## src/rtl/core/scc_pkg.sv

```systemverilog
// ----------------------------------------------------------------------------
// scc_pkg
// Shared types and constants for the strongly connected components core.
// ----------------------------------------------------------------------------
package scc_pkg;

  localparam int MaxVertices = 32;
  localparam int MaxEdges    = 128;
  localparam int VW          = 5;   // vertex index width
  localparam int CW          = 6;   // vertex count width
  localparam int EW          = 7;   // edge index width
  localparam int ETW         = 8;   // edge total width

  typedef logic [1:0] cmd_t;
  localparam cmd_t CMD_ADD   = 2'd0;
  localparam cmd_t CMD_RUN   = 2'd1;
  localparam cmd_t CMD_CLEAR = 2'd2;

  typedef enum logic [3:0] {
    ST_IDLE,
    ST_INIT,
    ST_START,
    ST_SCAN_RD,
    ST_SCAN,
    ST_RETURN,
    ST_POP,
    ST_PARENT,
    ST_OUT,
    ST_FLUSH
  } state_t;

  // controller to datapath
  typedef struct packed {
    logic add_edge;
    logic clear_edges;
    logic init;          // reset run state, step root counter to 0
    logic visit_root;    // visit root vertex
    logic edge_rd;       // read edge at scan position of top frame
    logic scan_step;     // evaluate fetched edge
    logic ret;           // finish top frame
    logic pop;           // pop one vertex of component stack into output
    logic parent;        // fold low link into parent
    logic next_root;
    logic out_load;
    logic out_last;
  } cmd_bus_t;

  // datapath to controller
  typedef struct packed {
    logic root_done;     // root counter reached vertex count
    logic root_visited;
    logic scan_end;      // scan position at edge total
    logic is_root_comp;  // low link equals discovery time
    logic pop_hit;       // popped vertex is the returning vertex
    logic depth_zero;
    logic have_pend;     // a word is held for output
  } status_t;

endpackage

```

## src/rtl/core/scc_ctrl.sv

```systemverilog
// ----------------------------------------------------------------------------
// scc_ctrl
// Sequencer for edge loading and the depth-first component search.
// ----------------------------------------------------------------------------
module scc_ctrl (
  input  logic              clk,
  input  logic              rst_n,
  input  logic              in_valid,
  output logic              in_ready,
  input  scc_pkg::cmd_t     in_cmd,
  input  logic              out_busy,
  input  scc_pkg::status_t  st,
  output scc_pkg::cmd_bus_t cb
);
  import scc_pkg::*;

  state_t state_r, state_nxt;

  always_ff @(posedge clk) begin
    if (!rst_n) state_r <= ST_IDLE;
    else        state_r <= state_nxt;
  end

  always_comb begin
    state_nxt = state_r;
    cb        = '0;
    in_ready  = 1'b0;
    case (state_r)
      ST_IDLE: begin
        in_ready = 1'b1;
        if (in_valid) begin
          case (in_cmd)
            CMD_ADD:   cb.add_edge = 1'b1;
            CMD_RUN: begin
              cb.init   = 1'b1;
              state_nxt = ST_INIT;
            end
            CMD_CLEAR: cb.clear_edges = 1'b1;
            default: ;
          endcase
        end
      end
      ST_INIT: state_nxt = ST_START;
      ST_START: begin
        if (st.root_done) state_nxt = ST_FLUSH;
        else if (st.root_visited) cb.next_root = 1'b1;
        else begin
          cb.visit_root = 1'b1;
          state_nxt     = ST_SCAN_RD;
        end
      end
      ST_SCAN_RD: begin
        if (st.scan_end) state_nxt = ST_RETURN;
        else begin
          cb.edge_rd = 1'b1;
          state_nxt  = ST_SCAN;
        end
      end
      ST_SCAN: begin
        cb.scan_step = 1'b1;
        state_nxt    = ST_SCAN_RD;
      end
      ST_RETURN: begin
        cb.ret    = 1'b1;
        state_nxt = st.is_root_comp ? ST_POP : ST_PARENT;
      end
      ST_POP: begin
        if (!(st.have_pend && out_busy)) begin
          cb.pop = 1'b1;
          if (st.have_pend) cb.out_load = 1'b1;
          if (st.pop_hit) state_nxt = ST_PARENT;
        end
      end
      ST_PARENT: begin
        cb.parent = 1'b1;
        if (st.depth_zero) begin
          cb.next_root = 1'b1;
          state_nxt    = ST_START;
        end else state_nxt = ST_SCAN_RD;
      end
      ST_FLUSH: begin
        if (!st.have_pend) state_nxt = ST_IDLE;
        else if (!out_busy) begin
          cb.out_load = 1'b1;
          cb.out_last = 1'b1;
          state_nxt   = ST_IDLE;
        end
      end
      default: state_nxt = ST_IDLE;
    endcase
  end

endmodule

```

## src/rtl/core/scc_dp.sv

```systemverilog
// ----------------------------------------------------------------------------
// scc_dp
// Edge store, vertex tables, stacks and output register.
// ----------------------------------------------------------------------------
module scc_dp (
  input  logic                 clk,
  input  logic                 rst_n,
  input  logic [scc_pkg::CW-1:0] cfg_count,
  input  logic [scc_pkg::VW-1:0] in_src_vertex,
  input  logic [scc_pkg::VW-1:0] in_dst_vertex,
  input  scc_pkg::cmd_bus_t    cb,
  output scc_pkg::status_t     st,
  input  logic                 out_ready,
  output logic                 out_busy,
  output logic                 out_valid,
  output logic [scc_pkg::VW-1:0] out_vertex,
  output logic                 out_component_end,
  output logic                 out_last
);
  import scc_pkg::*;

  logic [2*VW-1:0] edge_mem [MaxEdges];
  logic [2*VW-1:0] edge_q_r;
  logic [ETW-1:0]  edge_total_r;

  logic [CW-1:0] disc_r   [MaxVertices];
  logic [CW-1:0] low_r    [MaxVertices];
  logic [MaxVertices-1:0] onstk_r;
  logic [VW-1:0] cstk_r   [MaxVertices];
  logic [CW-1:0] ctop_r;
  logic [VW-1:0] call_v_r [MaxVertices];
  logic [ETW-1:0] call_p_r [MaxVertices];
  logic [CW-1:0] depth_r;
  logic [CW-1:0] clock_r;
  logic [CW-1:0] root_r;
  logic [VW-1:0] ret_v_r;

  logic [CW-1:0] n_eff;
  logic [VW-1:0] top_f, top_v, par_v, e_a, e_b, w_v;
  logic [ETW-1:0] top_p;
  logic [CW-1:0] new_clock;
  logic pend_r, pend_end_r;
  logic [VW-1:0] pend_v_r;
  logic ov_r, oend_r, olast_r;
  logic [VW-1:0] ov_v_r;
  logic edge_ok, vis_root, vis_edge;
  logic [VW-1:0] vis_v;

  assign n_eff     = (cfg_count > CW'(MaxVertices)) ? CW'(MaxVertices) : cfg_count;
  assign top_f     = VW'(depth_r - 1'b1);
  assign top_v     = call_v_r[top_f];
  assign top_p     = call_p_r[top_f];
  assign par_v     = call_v_r[VW'(depth_r - 1'b1)];
  assign e_a       = edge_q_r[2*VW-1:VW];
  assign e_b       = edge_q_r[VW-1:0];
  assign edge_ok   = (e_a == top_v) && ({1'b0, e_a} < n_eff) && ({1'b0, e_b} < n_eff);
  assign w_v       = cstk_r[VW'(ctop_r - 1'b1)];
  assign new_clock = clock_r + 1'b1;
  assign vis_root  = cb.visit_root;
  assign vis_edge  = cb.scan_step && edge_ok && (disc_r[e_b] == '0);
  assign vis_v     = vis_root ? root_r[VW-1:0] : e_b;

  always_comb begin
    st              = '0;
    st.root_done    = (root_r >= n_eff);
    st.root_visited = (disc_r[root_r[VW-1:0]] != '0);
    st.scan_end     = (top_p >= edge_total_r);
    st.is_root_comp = (low_r[top_v] == disc_r[top_v]);
    st.pop_hit      = (w_v == ret_v_r);
    st.depth_zero   = (depth_r == '0);
    st.have_pend    = pend_r;
  end

  // edge store
  always_ff @(posedge clk) begin
    if (cb.add_edge && ({1'b0, in_src_vertex} < n_eff) && ({1'b0, in_dst_vertex} < n_eff)
        && (edge_total_r < ETW'(MaxEdges)))
      edge_mem[edge_total_r[EW-1:0]] <= {in_src_vertex, in_dst_vertex};
    if (cb.edge_rd) edge_q_r <= edge_mem[top_p[EW-1:0]];
  end

  always_ff @(posedge clk) begin
    if (!rst_n) edge_total_r <= '0;
    else if (cb.clear_edges) edge_total_r <= '0;
    else if (cb.add_edge && ({1'b0, in_src_vertex} < n_eff)
             && ({1'b0, in_dst_vertex} < n_eff) && (edge_total_r < ETW'(MaxEdges)))
      edge_total_r <= edge_total_r + 1'b1;
  end

  // search state
  always_ff @(posedge clk) begin
    if (!rst_n) begin
      onstk_r <= '0;
      ctop_r  <= '0;
      depth_r <= '0;
      clock_r <= '0;
      root_r  <= '0;
      pend_r  <= 1'b0;
      for (int i = 0; i < MaxVertices; i++) disc_r[i] <= '0;
    end else begin
      if (cb.init) begin
        onstk_r <= '0;
        ctop_r  <= '0;
        depth_r <= '0;
        clock_r <= '0;
        root_r  <= '0;
        pend_r  <= 1'b0;
        for (int i = 0; i < MaxVertices; i++) disc_r[i] <= '0;
      end
      if (cb.next_root) root_r <= root_r + 1'b1;
      if (cb.scan_step) begin
        call_p_r[top_f] <= top_p + 1'b1;
        if (edge_ok && (disc_r[e_b] != '0) && onstk_r[e_b] && (disc_r[e_b] < low_r[top_v]))
          low_r[top_v] <= disc_r[e_b];
      end
      if (vis_root || vis_edge) begin
        clock_r           <= new_clock;
        disc_r[vis_v]     <= new_clock;
        low_r[vis_v]      <= new_clock;
        onstk_r[vis_v]    <= 1'b1;
        cstk_r[ctop_r[VW-1:0]] <= vis_v;
        ctop_r            <= ctop_r + 1'b1;
        call_v_r[depth_r[VW-1:0]] <= vis_v;
        call_p_r[depth_r[VW-1:0]] <= '0;
        depth_r           <= depth_r + 1'b1;
      end
      if (cb.ret) begin
        ret_v_r <= top_v;
        depth_r <= depth_r - 1'b1;
      end
      if (cb.pop) begin
        ctop_r      <= ctop_r - 1'b1;
        onstk_r[w_v] <= 1'b0;
        pend_r      <= 1'b1;
        pend_v_r    <= w_v;
        pend_end_r  <= (w_v == ret_v_r);
      end
      if (cb.parent && (depth_r != '0) && (low_r[ret_v_r] < low_r[par_v]))
        low_r[par_v] <= low_r[ret_v_r];
      if (cb.out_last) pend_r <= 1'b0;
    end
  end

  // output register
  assign out_busy = ov_r && !out_ready;
  always_ff @(posedge clk) begin
    if (!rst_n) ov_r <= 1'b0;
    else if (cb.out_load) ov_r <= 1'b1;
    else if (out_ready) ov_r <= 1'b0;
  end
  always_ff @(posedge clk) begin
    if (cb.out_load) begin
      ov_v_r  <= pend_v_r;
      oend_r  <= pend_end_r;
      olast_r <= cb.out_last;
    end
  end

  assign out_valid         = ov_r;
  assign out_vertex        = ov_v_r;
  assign out_component_end = oend_r;
  assign out_last          = olast_r;

endmodule

```

## src/rtl/core/strongly_connected_components_core.sv

```systemverilog
// ----------------------------------------------------------------------------
// strongly_connected_components_core
// Tarjan component search over a stored directed edge list.
// ----------------------------------------------------------------------------
// Add and clear words are taken in the idle state. A run word holds the input
// until the search is done: every visited vertex reads and evaluates each
// stored edge in turn through the single read port of the edge store, with
// further steps for visiting, returning and popping. Each vertex is delivered
// once, one word a cycle at best, through a one-word output register.
module strongly_connected_components_core (
  input  logic                    clk,
  input  logic                    rst_n,
  input  logic                    cfg_we,
  input  logic [scc_pkg::CW-1:0]  cfg_wdata,
  input  logic                    in_valid,
  output logic                    in_ready,
  input  logic [1:0]              in_cmd,
  input  logic [scc_pkg::VW-1:0]  in_src_vertex,
  input  logic [scc_pkg::VW-1:0]  in_dst_vertex,
  output logic                    out_valid,
  input  logic                    out_ready,
  output logic [scc_pkg::VW-1:0]  out_vertex,
  output logic                    out_component_end,
  output logic                    out_last
);
  import scc_pkg::*;

  logic [CW-1:0] count_r;
  cmd_bus_t cb;
  status_t  st;
  logic     out_busy;

  always_ff @(posedge clk) begin
    if (!rst_n)      count_r <= CW'(32);
    else if (cfg_we) count_r <= cfg_wdata;
  end

  scc_ctrl u_ctrl (
    .clk      (clk),
    .rst_n    (rst_n),
    .in_valid (in_valid),
    .in_ready (in_ready),
    .in_cmd   (in_cmd),
    .out_busy (out_busy),
    .st       (st),
    .cb       (cb)
  );

  scc_dp u_dp (
    .clk               (clk),
    .rst_n             (rst_n),
    .cfg_count         (count_r),
    .in_src_vertex     (in_src_vertex),
    .in_dst_vertex     (in_dst_vertex),
    .cb                (cb),
    .st                (st),
    .out_ready         (out_ready),
    .out_busy          (out_busy),
    .out_valid         (out_valid),
    .out_vertex        (out_vertex),
    .out_component_end (out_component_end),
    .out_last          (out_last)
  );

endmodule
```

## config.mk

```make
export PLATFORM = sky130hd
export DESIGN_NAME = strongly_connected_components_core
export DESIGN_NICKNAME = d
export VERILOG_FILES = /design/src/rtl/core/scc_pkg.sv /design/src/rtl/core/scc_ctrl.sv /design/src/rtl/core/scc_dp.sv /design/src/rtl/core/strongly_connected_components_core.sv
export SDC_FILE = /design/constraint.sdc
export NUM_CORES = 2
export LEC_CHECK = 0
export ABC_AREA = 1
export CORE_MARGIN = 8
export CORE_UTILIZATION = 30
export DETAILED_ROUTE_END_ITERATION = 16
export DONT_BUFFER_PORTS = 1
export GPL_ROUTABILITY_DRIVEN = 0
export PLACE_DENSITY = 0.49
export SLEW_MARGIN = 20
export SYNTH_ARGS = -nofsm -noshare
export SYNTH_HDL_FRONTEND = slang
export SYNTH_SLANG_ARGS = --single-unit
```

## constraint.sdc

```tcl
create_clock -name clk -period 8 [get_ports clk]
set_clock_uncertainty 0.05 [all_clocks]
set_input_delay 0.4 -clock clk [delete_from_list [all_inputs] [get_ports clk]]
set_output_delay 0.4 -clock clk [all_outputs]
set_load 0.02 [all_outputs]
```

* Word level (Yosys, flattened, before mapping)
Memory sizes are Yosys's and may differ from the RTL's. A register that Yosys moved wholly into a read port is not among the register bits.
Index checks and enable logic that the tools add are counted.
Widths: inputs -> output; s select.
** Cells by class
- Magnitude comparators :: 15
- Add/subtract/negate cells :: 8
- Bitwise logic cells :: 37
- Equality and inequality tests :: 19
- Mux-type cells :: 123
- Reduce and logical (&&, ||, !) cells :: 38
** Operators with widths (number)
- $mux 6 :: 43
- $mux 32 :: 5
- $mux 1 :: 51
- $pmux 4 s9 :: 1
- $or 1x1->1 :: 33
- $and 32x32->32 :: 1
- $mux 4 :: 8
- $not 32->32 :: 1
- $or 32x32->32 :: 1
- $mux 5 :: 6
- $add 6x1->6 const B :: 4
- $lt 5x6->1 :: 4
- $lt 5x6->1 const B :: 3
- $reduce_bool 6->1 :: 3
- $add 8x1->8 const B :: 2
- $eq 4x3->1 const B :: 4
- $logic_and 1x1->1 :: 16
- $logic_not 6->1 :: 2
- $lt 6x6->1 :: 2
- $reduce_or 6->1 :: 2
- $sub 6x1->6 const B :: 2
- $demux 1 s5 :: 2
- $eq 5x5->1 :: 2
- $ge 5x1->1 const B :: 2
- other kinds (26) :: 40
** Word-level totals
- Bits in registers :: 94
- Memories :: 6
- Output and inout bits :: 9
- Bits in writable memories :: 2240
** Memories
- u_dp.edge_mem :: depth 128, width 10, rd ports 1, clocked after memory_dff 1, wr ports 1, line scc_dp.sv:22 : logic [2*VW-1:0] edge_mem [MaxEdges];
- u_dp.call_p_r :: depth 32, width 8, rd ports 1, clocked after memory_dff 0, wr ports 2, line scc_dp.sv:32 : logic [ETW-1:0] call_p_r [MaxVertices];
- u_dp.disc_r :: depth 32, width 6, rd ports 3, clocked after memory_dff 1, wr ports 32, line scc_dp.sv:26 : logic [CW-1:0] disc_r [MaxVertices];
- u_dp.low_r :: depth 32, width 6, rd ports 2, clocked after memory_dff 1, wr ports 1, line scc_dp.sv:27 : logic [CW-1:0] low_r [MaxVertices];
- u_dp.call_v_r :: depth 32, width 5, rd ports 1, clocked after memory_dff 0, wr ports 1, line scc_dp.sv:31 : logic [VW-1:0] call_v_r [MaxVertices];
- u_dp.cstk_r :: depth 32, width 5, rd ports 1, clocked after memory_dff 0, wr ports 1, line scc_dp.sv:29 : logic [VW-1:0] cstk_r [MaxVertices];

* Logic depth before layout (Yosys ltp)
- Depth in word-level cells :: 15
- Mapped depth :: 44
- Depth with buffers taken out :: 30

* Hierarchy
From an unflattened synthesis, not the netlist that was laid out.
** Unflattened totals
- Cells, all modules :: 10644
- Area, all modules :: 107719.6 µm²
** By module, submodules not included
- scc_dp :: cells each 10532, area each 107056.4 µm², sequential area each 67044.3 µm², instances 1
- scc_ctrl :: cells each 76, area each 421.7 µm², sequential area each 80.1 µm², instances 1
- strongly_connected_components_core :: cells each 36, area each 241.5 µm², sequential area each 120.1 µm², instances 1

* Least setup slack after synthesis
Ideal clock, no wire load.
- Path kind :: reg-to-reg
- From :: reg u_dp.depth_r[0]
- To :: mem u_dp.low_r[17][0] (enable)
- Setup slack :: 1.456 ns
- Data arrival time :: 6.144 ns
- Stages on the path, launching flop included :: 35
- Path buffers :: 14
- Clock period less this slack :: 6.544 ns
- Path through :: dfxtp_1 > buf_6 > inv_4 > buf_6 > buf_6 > buf_6 > buf_6 > buf_6 > buf_2 > buf_2 > buf_2 > ha_1 > xnor2_4 > buf_4 > nand3_1 > nand3_1 > nand2_2 > nor2_1 > buf_6 > buf_4 > buf_4 > buf_2 > nand2_1 > nand3_1 > nand3_1 > nand3_1 > nand3_1 > nand2_1 > inv_1 > ha_1 > a2111oi_0 > nand2_4 > nand3_4 > nand2_2 > nor2_1
** On the way
- Word-level cells in the longest chain between the ends :: 14
- Elaborated cells between the ends (all ways) :: 31
- Classes of those cells :: add/sub (1); order compare (2); eq/ne (1); mux (12); bitwise (1); reduce/logical (12); memory (2)
** RTL lines
- start, declared :: line scc_dp.sv:33 : logic [CW-1:0] depth_r;
- start signal, assigned :: line scc_dp.sv:125 : depth_r <= depth_r + 1'b1;
- start signal, assigned :: line scc_dp.sv:129 : depth_r <= depth_r - 1'b1;
- branches (longest 14 deep; another with $sub 6x1->6)
- end, declared :: line scc_dp.sv:27
Several ways; the timed one is not identified.

* Final worst setup path
- From :: reg u_dp.depth_r[1]
- To :: reg u_dp.edge_q_r[6] (read register of u_dp.edge_mem), data pin
** On the way
- Word-level cells in the longest chain between the ends :: 5
** RTL lines
- $sub 6x1->6 (*) :: line scc_dp.sv:50 : assign top_f = VW'(depth_r - 1'b1);
- $mem_v2 32x8 (*)
- $ge 8x8->1 :: line scc_dp.sv:67 : st.scan_end = (top_p >= edge_total_r);
- $mux 1 :: line scc_ctrl.sv:53 : if (st.scan_end) state_nxt = ST_RETURN;
- $mux 1 :: line scc_ctrl.sv:28 : case (state_r)
- end, declared :: line scc_dp.sv:23 : logic [2*VW-1:0] edge_q_r;
Every way passes the cells marked *; elsewhere a longest branch is shown, timed or not.
A chain may end at the register's enable or synchronous reset.

==> flow_summary.yaml <==
worst_hold_path:
  holdCritPathClass: "primary input to flip-flop"
  hold_start: "in_dst_vertex[3]"
worst_setup_path:
  crit_start: "u_dp.depth_r[1]"
  r2r-start: "u_dp.depth_r[1]"
  path_cells: "inv_1 -> ha_4 -> clkinv_2 -> buf_12 -> o21ai_0 -> o22ai_1 -> inv_1 -> nor2_1 -> nor4_2 -> nand2_8 -> inv_8 -> buf_12 -> o211ai_1 -> nand3_1 -> nand3_1 -> nand2_1 -> nor2_1 -> nor2_1 -> nor2_1 -> nor2_1"
  critPathTopFamily: "simple AND/OR/NAND/NOR gates"
  worst-path-buf-inv: 6
  critPathArrivalTime_ps: 7540
  cp_slowest_stage_delay_ps: 740
  cp-end-kind: "flip-flop"
  cpMostUsedCell: "nor2_1"
  crit_path_top_delay_cell: "nor4_2"
  critPathKind: "flip-flop to flip-flop"
  cp-start-kind: "flip-flop"
  crit_fanout: 87
  cp_data_required_time_ps: 8540
logic_synthesis:
  async_flop_share_pct: 0
  synthCells: 10200
  synth.avg_cell_area_sq_um: 10.3
  synth_fp_nets: 10300
  synth.distinct_cells: 71
  synthFlopType: "edfxtp_1"
  syn_area_sq_mm: 0.105
  ys_warn_count: 0
  ys_seq_area_share_pct: 63.8
  synth_edf_count: 2012
  ys_seq_elements: 2353
route:
  route.detailed.drc: 0
  drt_iter0_drc: 7997
  via_per_inst: 5.21
  wl_um: 339000
  vias: 77400
  wl_per_cell_um: 22.8
  dr.pass1.iters: 6
  postRouteAntennaNets: 0
die:
  ios: 32
  core-area_sq_mm: 0.350
  fp.dieH_um: 609
  rows: 217
  fp.dieW_um: 609
  start_util_pct: 30.2
  dieArea_sq_mm: 0.371
sta:
  relSlewSlack_pct: 24.2
  final_hold_viol_count: 0
  finalCriticalPeriod_ps: 6990
  setup_tns_ps: 0
  period_share_pct: 87.4
  worst_pin_slew_ps: 1130
  setup_viol: 0
  slew_viol_final: 0
  fmax_ghz: 0.143
  hold_ws_ps: 20.4
  grt_setup_unrepaired: "false"
global_routing:
  grt_pass1_vias: 74500
  grt.total_usage_pct: 17.4
  antenna_found_initial: 25
  grt_pass1_wl_um: 499000
  grt_start_max_net_pins: 153
  grt.overflow.total: 0
pwr:
  seqPwrFrac_pct: 44.2
  clkPwrFrac_pct: 39.0
  power_leakage_nw: 41.2
  p_per_area_mw_per_mm2: 256
  finalPower_mw: 30.4
  switching_power_mw: 8.78
  combPwrFrac_pct: 16.8
  vdd_ir_drop_max_mv: 0.196
  netSwitchingFraction_pct: 28.9
  intPower_mw: 21.6
outcome:
  status: "finished, final reports clean"
final_layout:
  layout.cells.most_common: "edfxtp_1"
  area_delta_synth_final_pct: 12.6
  nNetsFinal: 10100
  fill_cells: 34900
  final_cell_mix: "edfxtp_1, nand2_1, nor2_1"
  drive_above_1_share_pct: 9.44
place:
  hpwl_um: 201000
  portBuffers: 0
cts:
  cts.reportedPaths.clkPinSlew_ps: 60
  cts.sinks: 2353
  clkLatencyLatePin_ps: 880
  clock_path_buffers: 4
  root_buffer: "clkbuf_16"
  cts_buffers: 268
  postCtsResizedCells: 0
  htree_levels: 5
  cts_tree: "done"
run:
  cap_violations: 0
==> power groups by stage <==
stage          Sequential (mW)  Clock (mW)  Combinational [mW]
2_1_floorplan             13.7           0                3.26
3_3_place_gp              13.7           0                4.91
3_5_place_dp              13.7           0                4.95
4_1_cts                   13.4        12.1                5.12
5_1_grt                   13.4        12.5                5.55
6_report                  13.4        11.9                5.11
==> kinds of logic after synthesis <==
logic type      count (synthesis)  share of synthesized area, %
xor+xnor                       23                         0.223
fa+ha+maj                      52                         0.617
simple gates                 4558                          18.7
mux                            22                         0.209
compound gates               2009                          11.6
flops                        2353                          63.8
buf+inv                      1217                          4.90
==> cells in the mapped netlist, types with 18 or more instances <==
cell      number  area (sq um)
edfxtp_1    2012         60400
nand2_1     1811          6800
nor2_1      1420          5330
o21ai_0      894          4470
nand3_1      871          4360
inv_1        519          1950
o211ai_1     426          3200
clkbuf_1     378          1420
dfxtp_1      341          6830
or2_2        292          1830
a21oi_1      204          1020
buf_2        164           821
o221ai_1     111           972
o21ai_1      102           510
o22ai_1      100           626
buf_1         54           203
ha_1          52           651
nor3_1        52           260
a22oi_1       47           353
buf_4         47           353
nand3_4       31           543
inv_2         23          86.3
buf_6         22           248
mux2i_1       22           220
nand4_1       19           119
nand2_2       18           113
==> worst reg2reg max path, cell delays in order (launching register included) <==
cell      delay, ps
dfxtp_1         470
inv_1           160
ha_4            610
clkinv_2        620
buf_12          400
o21ai_0         140
o22ai_1         120
inv_1            70
nor2_1           60
nor4_2          740
nand2_8         360
inv_8           550
buf_12          500
o211ai_1        250
nand3_1         190
nand3_1         130
nand2_1         110
nor2_1           70
nor2_1          600
nor2_1           90
nor2_1          410
==> path summary, 6_finish.rpt <==
path | to | slack, ps | depth (start not counted)
worst max-delay path | u_dp.edge_q_r[6] | 1010 | 20
worst min-delay path | u_dp.edge_mem[40][3] | 20 | 1
worst max register to register | u_dp.edge_q_r[6] | 1010 | 20
worst min register to register | u_dp.out_vertex[1] | 380 | 0
==> what timing repair did <==
item	4_1_cts	5_1_grt
buffers inserted	0	0
endpoints found under the hold margin	1334	0
hold buffers	35	0
==> flip-flops by register name, indices dropped and copies added, names as in the netlist, 6 cells and up, named ones only <==
register,flops
u_dp.onstk_r,32
u_dp.edge_q_r,10
u_dp.disc_r,192
u_dp.root_r,6
u_dp.clock_r,6
u_dp.call_p_r,256
u_dp.cstk_r,160
u_dp.low_r,192
u_dp.edge_mem,1280
u_dp.call_v_r,160
u_dp.edge_total_r,8
count_r,6
u_dp.depth_r,6
==> per-layer routing <==
| layer | GRT usage (%) | vias up | part of all wire [%] |
|---|---|---|---|
| li1 | - | 35700 | - |
| met1 | 24.2 | 38100 | 44 |
| met2 | 28.1 | 2985 | 46 |
| met3 | 2.13 | 627 | 6.6 |
| met4 | 5.95 | 0 | 3.6 |
| met5 | 0 | - | 0 |
==> layout make-up <==
class / instances / area [sq um] / area share [%]
inverters: 549 / 2100 / 1.77
well taps: 4599 / 5750 / 4.85
flip-flops and latches: 2353 / 67300 / 56.6
repair buffers: 192 / 1990 / 1.68
clock buffers: 338 / 7230 / 6.09
clock inverters: 133 / 1100 / 0.926
diodes: 19 / 47.5 / 0.0400
multi-input cells: 6664 / 33300 / 28.0
==> per-stage QoR <==
step           setup slack, ps  cells  util, %  instance area [sq um]
3_5_place_dp              1110  14300     31.4                 110000
6_report                  1010  14800     34.0                 119000
3_3_place_gp              1240  14300     31.4                 110000
5_1_grt                    547  14800     33.9                 119000
4_1_cts                   1050  14800     33.9                 119000
2_1_floorplan             1460  10200        -                 105000
(Power assumes the default switching activity.)
